File: config.mk
export PLATFORM = sky130hd
export DESIGN_NAME = pli_div
export DESIGN_NICKNAME = d
export VERILOG_FILES = /design/src/pli_div.sv
export SDC_FILE = /design/constraint.sdc
export NUM_CORES = 1
export LEC_CHECK = 0
export BUFFER_PORTS_ARGS = -buffer_cell sky130_fd_sc_hd__buf_2
export CAP_MARGIN = 10
export CORE_UTILIZATION = 40
export CTS_CLUSTER_SIZE = 10
export DETAILED_ROUTE_END_ITERATION = 10
export GPL_ROUTABILITY_DRIVEN = 0
export PLACE_DENSITY = 0.55
export REMOVE_ABC_BUFFERS = 1
export SYNTH_ARGS = -nofsm -noshare
export SYNTH_HDL_FRONTEND = slang
export SYNTH_SLANG_ARGS = --single-unit
File: constraint.sdc
create_clock -name i_clk -period 10.51 [get_ports i_clk]
set_input_delay 1.051 -clock i_clk [delete_from_list [all_inputs] [get_ports i_clk]]
set_output_delay 1.051 -clock i_clk [all_outputs]
set_load 0.005 [all_outputs]
File: src/pli_div.sv
`timescale 1ns / 1ps
// ----------------------------------------------------------------------------
// pli_div: segment slope divider
// Radix-2 restoring division k = dy * 2^FRAC_BITS / dx, one quotient bit per
// cycle, truncated toward zero and saturated to 32 signed bits.
// ----------------------------------------------------------------------------
module pli_div #(
    parameter int FRAC_BITS = 16
) (
    input  logic               i_clk,
    input  logic               i_rst_n,
    input  logic               i_start,
    input  logic signed [32:0] i_dy,
    input  logic signed [32:0] i_dx,
    output logic               o_done,
    output logic signed [31:0] o_k
);

    localparam int NUM_W = 33 + FRAC_BITS;
    localparam int CW    = $clog2(NUM_W + 1);

    logic              r_busy;
    logic              r_fin;
    logic [CW-1:0]     r_cnt;
    logic [33:0]       r_rem;
    logic [NUM_W-1:0]  r_quo;
    logic [32:0]       r_den;
    logic              r_neg;

    logic [32:0] mag_dy;
    logic [32:0] mag_dx;
    logic [33:0] trial;
    logic        fits;

    assign mag_dy = i_dy[32] ? 33'(-i_dy) : 33'(i_dy);
    assign mag_dx = i_dx[32] ? 33'(-i_dx) : 33'(i_dx);
    assign trial  = {r_rem[32:0], r_quo[NUM_W-1]};
    assign fits   = trial >= {1'b0, r_den};

    always_ff @(posedge i_clk) begin
        if (!i_rst_n) begin
            r_busy <= 1'b0;
            r_fin  <= 1'b0;
        end else begin
            r_fin <= 1'b0;
            if (i_start) begin
                r_busy <= 1'b1;
            end else if (r_busy && (r_cnt == CW'(NUM_W - 1))) begin
                r_busy <= 1'b0;
                r_fin  <= 1'b1;
            end
        end
    end

    always_ff @(posedge i_clk) begin
        if (i_start) begin
            r_cnt <= '0;
            r_rem <= '0;
            r_quo <= NUM_W'(mag_dy) << FRAC_BITS;
            r_den <= mag_dx;
            r_neg <= i_dy[32] ^ i_dx[32];
        end else if (r_busy) begin
            r_cnt <= r_cnt + 1'b1;
            r_rem <= fits ? (trial - {1'b0, r_den}) : trial;
            r_quo <= {r_quo[NUM_W-2:0], fits};
        end
    end

    // quotient magnitude to signed 32 bits with saturation
    always_comb begin
        if (r_neg) begin
            o_k = (r_quo > NUM_W'(33'h0_8000_0000)) ? 32'sh8000_0000 : -$signed(r_quo[31:0]);
        end else begin
            o_k = (r_quo > NUM_W'(33'h0_7FFF_FFFF)) ? 32'sh7FFF_FFFF : $signed(r_quo[31:0]);
        end
    end

    assign o_done = r_fin;

endmodule
; Word level (Yosys, flattened, before mapping)
; Cells that the tools add are included.
[totals]
regBits = 124
elab_cells = 35
out_inout_bits = 33
[op_classes]
n_bitwise = 2
addsub = 5
n_reduce_logical = 4
eq_ne = 1
n_mux = 11
order_cmp = 3
[op_table]
columns = operator, n
row1 = 32-bit 2-to-1 mux, 4
row2 = 49-bit 2-to-1 mux, 2
row3 = 33-bit 2-to-1 mux, 2
row4 = 33-bit negator, 2
row5 = "49-bit by 31-bit greater-than comparator with 1-bit output, second input constant", 1
row6 = "49-bit by 32-bit greater-than comparator with 1-bit output, second input constant", 1
row7 = 34-bit by 33-bit >= comparator with 1-bit output, 1
row8 = 33-bit subtractor, 1
row9 = 32-bit negator, 1
row10 = "6-bit by 1-bit adder with 6-bit output, second input constant", 1
row11 = "6-bit == test, second input constant", 1
row12 = 2-bit nonzero test, 2
row13 = 1-bit 2-to-1 mux, 3
row14 = 2-bit OR reduction, 1
row15 = 1-bit logical AND, 1
row16 = 1-bit inverter, 1
row17 = 1-bit XOR, 1

; Depth between registers and ports, before layout
[logic_depth]
word_depth = 4
depth_mapped = 14
ltp_nobuf = 13

; Worst setup path after synthesis
; OpenSTA, ideal clock, no wires.
[synth_timing]
path_kind = register to output
start = register r_quo[0]
end = output o_k[27]
setup_slack_ps = 6192
arrival_ps = 3267
required_time_ps = 9459
stages_incl_launch_ff = 12
path_buffers = 2
path_cell_list = dfxtp_1 > inv_1 > ha_1 > or3b_2 > or3_1 > clkbuf_1 > nor4_1 > nand4b_1 > o21ai_2 > nand3_1 > clkbuf_1 > o311ai_0
[synth_via]
elab_chain_cells = 3
word_cells_on_any_way = 6
cone_classes = add/sub: 1 / order compare: 2 / mux: 3
[synth_lines]
columns = item, line
row1 = start: declaration, 26  ; logic [NUM_W-1:0] r_quo;
row2 = start signal: assignment, 59  ; r_quo <= NUM_W'(mag_dy) << FRAC_BITS;
row3 = start signal: assignment, 65  ; r_quo <= {r_quo[NUM_W-2:0], fits};
row4 = "49-bit by 31-bit greater-than comparator with 1-bit output, or another cell as far along", 74  ; o_k = (r_quo > NUM_W'(33'h0_7FFF_FFFF)) ? 32'sh7FFF_FFFF : $signed(r_quo[31:0]);
row5 = 32-bit 2-to-1 mux (on tied branches), "74, 72"
row6 = 32-bit 2-to-1 mux *, 71  ; if (r_neg) begin
row7 = end: declaration, 16  ; output logic signed [31:0] o_k
; Every way passes the cells marked *; elsewhere a longest branch is shown, timed or not.

; Final worst setup path
[layout_timing]
start = register r_quo[0]
end = output o_k[2]
; The elaborated chain is that of the path after synthesis.

==> flow_summary_export.csv <==
group,metric,value,unit
status,outcome,"complete, no violations",
setup_path,start_kind,"flip-flop",
final_layout,fin_cells,1402,
power,p_sw_frac,0.282,
power,internal_power,0.00115,W
routing,dr.first_iter.drc_count,480,
sta,fin_crit_sh,0.575,
clock_network,cts_made_buffers,17,
die,die_y,152,um
sta,maxSlewHeadroom,0.294,
hold_path,hold_class,"flip-flop to flip-flop",
routing,drt-vias-per-instance,5.66,
place,port_buffers,101,
synth,postSynthCellCount,1037,
sta,tightest_slew,1.06,ns
global_route,grt_start_max_net_pins,76,
clock_network,cts_sinks,124,
synth,synth_area,8960,sq um
sta,fin_tns_setup,0,ns
final_layout,final_core_util,0.473,
final_layout,drive_gt1_frac,0.142,
global_route,grt_usage,0.212,
sta,period_needed,6.05,ns
synth,synth_edf_count,67,
die,dieArea,23000,sq um
synth,synth_compound_area_frac,0.226,
job,cap_violations,0,
setup_path,endpoint_kind,"output pin",
setup_path,crit_cells,10,
setup_path,cp-startpoint,"r_quo[0]",
routing,wl_per_cell,16.6,um
sta,fin_worst_skew,0.0106,ns
clock_network,worstSkewPairLatency,0.42,ns
global_route,grt_pass1_wl,38.4,mm
place,dp_cells,1370,
synth,ys_async_sr_fraction,0,
routing,vias,7938,
sta,fmax,165,MHz
global_route,grt_pass1_vias,7453,
power,power.share.sequential,0.368,
die,row_count,54,
synth,ys_seq_area_frac,0.352,
power,power_density,155,nW/um^2
clock_network,ctsResizeCount,0,
final_layout,diodes,0,
place,post-place-ws,4.98,ns
routing,routedLengthMet1,11.1,mm
die,core_area,21900,sq um
hold_path,whs_path_depth,2,
setup_path,cp_slowest_cell,"nand3_1",
clock_network,cts_buffer_depth,2,
setup_path,crit_family,"simple AND/OR/NAND/NOR gates",
synth,syn_avg_cell_area,8.64,sq um
setup_path,path_max_fanout,27,
place,dp_hpwl,16.7,mm
synth,synthSimpleGateAreaFrac,0.180,
synth,ys_warn_count,0,
routing,highest_layer,"met5",
sta,rsz0062_at_grt,"no",
power,leakage,4.18,nW
clock_network,tritoncts,"built",
power,irDropWorstVdd,0.0933,mV
setup_path,r2r-end,"r_rem[30]",
routing,ant_nets,0,
die,initial_core_util,0.409,
synth,synth-adder-area-share,0.0567,
clock_network,cts_root_buf,"clkbuf_16",
synth,ys_types,60,
synth,synth-main-ff-cell,"edfxtp_1",
die,die_x,152,um
synth,synthMuxAreaShare,0.0436,
sta,slew_viol_final,0,
global_route,overflow,0,
power,clkPwrFrac,0.427,
sta,timing.final.ws_setup,4.46,ns
final_layout,nets,1218,
setup_path,endpoint,"o_k[2]",
global_route,antenna_found_initial,1,
routing,dr.pass1.iters,5,
setup_path,reg2reg_depth,14,
setup_path,rrSetupSlack,6.25,ns
place,place_area,9680,sq um
setup_path,cp.required,9.46,ns
clock_network,postCtsHoldBufs,0,
final_layout,final_area,10400,sq um
sta,finalSetupViolCount,0,
routing,drcViolationCount,0,
final_layout,areaGrowthSynthToFinish,15.6,%
routing,dr_wl_met2,10.8,mm
power,p_sw,0.000452,W
synth,synth_top_family_by_area,"compound AO/OA/AOI/OAI gates",
clock_network,clk_pin_slew,0.06,ns
clock_network,htreeDepth,4,
setup_path,reg2reg_from,"r_quo[48]",
routing,wl,23.3,mm
setup_path,worstPathArrival,5.00,ns
setup_path,path_buf_inv,2,
power,power_frac_comb,0.205,
synth,post_synth_xor_area_fraction,0.0919,
synth,synth-seq-cells,124,
routing,dr_wl_met3,1.01,mm
setup_path,cpPeakStageDelay,0.77,ns
clock_network,cts_setup_buffers,0,
setup_path,path_cells,"inv_1 > ha_1 > or3b_2 > or3_1 > nor4_1 > nand4b_1 > o21ai_2 > nand3_1 > o311ai_0 > buf_2",
setup_path,worstSetupPathType,"flip-flop to output pin",
die,io_pins,102,
sta,hold_viol,0,
-- cells by family (layout without fill, tap and decap cells) --
| group | count (synthesis) | in the layout |
|---|---|---|
| flops | 124 | 124 |
| mux | 39 | 39 |
| simple gates | 333 | 333 |
| fa+ha+maj | 40 | 40 |
| xor+xnor | 94 | 94 |
| buf+inv | 119 | 204 |
| compound gates | 288 | 288 |
-- per-stage QoR --
| stage | total power [W] | hold slack (ns) |
|---|---|---|
| 6_report | 0.00160 | 0.494 |
| 5_1_grt | 0.00168 | 0.518 |
| 4_1_cts | 0.00162 | 0.501 |
| 3_5_place_dp | 0.000927 | 0.494 |
| 3_3_place_gp | 0.000926 | 0.480 |
| 2_1_floorplan | 0.000816 | 0.453 |
-- worst register-to-register path: stages (launching register included) --
cell      delay, ns
edfxtp_1       0.44
inv_1          0.09
ha_1           0.15
inv_1          0.05
fa_1           0.42
a21oi_1        0.23
o21ai_0        0.10
a21oi_1        0.37
o211ai_1       0.22
a21oi_1        0.37
o21ai_0        0.23
a31oi_4        0.51
buf_4          0.46
nand2b_1       0.33
o21ai_0        0.16
-- layout by cell type (no fill, tap or decap), types with 18 or more instances in the layout --
cell type | Yosys | final
a211oi_1 | 22 | 22
a21oi_1 | 48 | 48
a22o_1 | 31 | 31
buf_2 | 1 | 100
dfxtp_1 | 57 | 56
edfxtp_1 | 67 | 67
ha_1 | 39 | 39
inv_1 | 66 | 66
mux2i_1 | 39 | 39
nand2_1 | 99 | 99
nand3_1 | 29 | 29
nor2_1 | 87 | 87
nor3_1 | 18 | 18
o21ai_0 | 62 | 62
o311ai_0 | 24 | 24
o31ai_1 | 29 | 29
xnor2_1 | 76 | 76
xor2_1 | 18 | 18
-- cell usage after synthesis (all sizes together), types with 31 or more instances --
cell,n,area [sq um]
a21oi,48,240
a22o,31,272
clkbuf,46,173
dfxtp,57,1140
edfxtp,67,2010
ha,39,488
inv,66,248
mux2i,39,390
nand2,99,372
nor2,87,327
o21ai,63,319
xnor2,76,666
-- per-layer routing --
metal | track usage | vias up
li1 | - | 3999
met1 | 0.285 | 3716
met2 | 0.344 | 190
met3 | 0.0353 | 31
met4 | 0.0698 | 2
met5 | 0 | -
-- layout make-up --
class | instances | area, sq um
inverters | 66 | 248
well taps | 280 | 350
flip-flops and latches | 124 | 3150
multi-input cells | 794 | 5380
clock inverters | 13 | 235
fillers | 2175 | 11500
clock buffers | 19 | 443
repair buffers | 106 | 546
-- state kept, by name, indices dropped and copies added, names as in the netlist --
register and count:
r_quo 49, r_cnt 6, r_neg 1, o_done 1
r_den 33, r_busy 1, r_rem 33
-- power groups by stage --
stage / sequential [W] / combinational [W] / clock [W]
final: 0.000589 / 0.000329 / 0.000684
after global routing: 0.000594 / 0.000372 / 0.000718
after CTS: 0.000588 / 0.000330 / 0.000698
after detailed placement: 0.000598 / 0.000329 / 0
after global placement: 0.000598 / 0.000328 / 0
after floorplan: 0.000592 / 0.000224 / 0
-- worst min path at each step --
| stage | start | end | slack [ns] |
|---|---|---|---|
| 6_report | r_cnt[5] | r_cnt[5] | 0.49 |
| 5_1_grt | r_rem[12] | r_rem[12] | 0.52 |
| 2_1_floorplan | r_cnt[5] | r_cnt[5] | 0.45 |
| 4_1_cts | r_rem[2] | r_rem[2] | 0.50 |
| 3_5_place_dp | r_cnt[5] | r_cnt[5] | 0.49 |
| 3_3_place_gp | r_cnt[5] | r_cnt[5] | 0.48 |
Note: power is estimated with default switching activity, not from simulation.
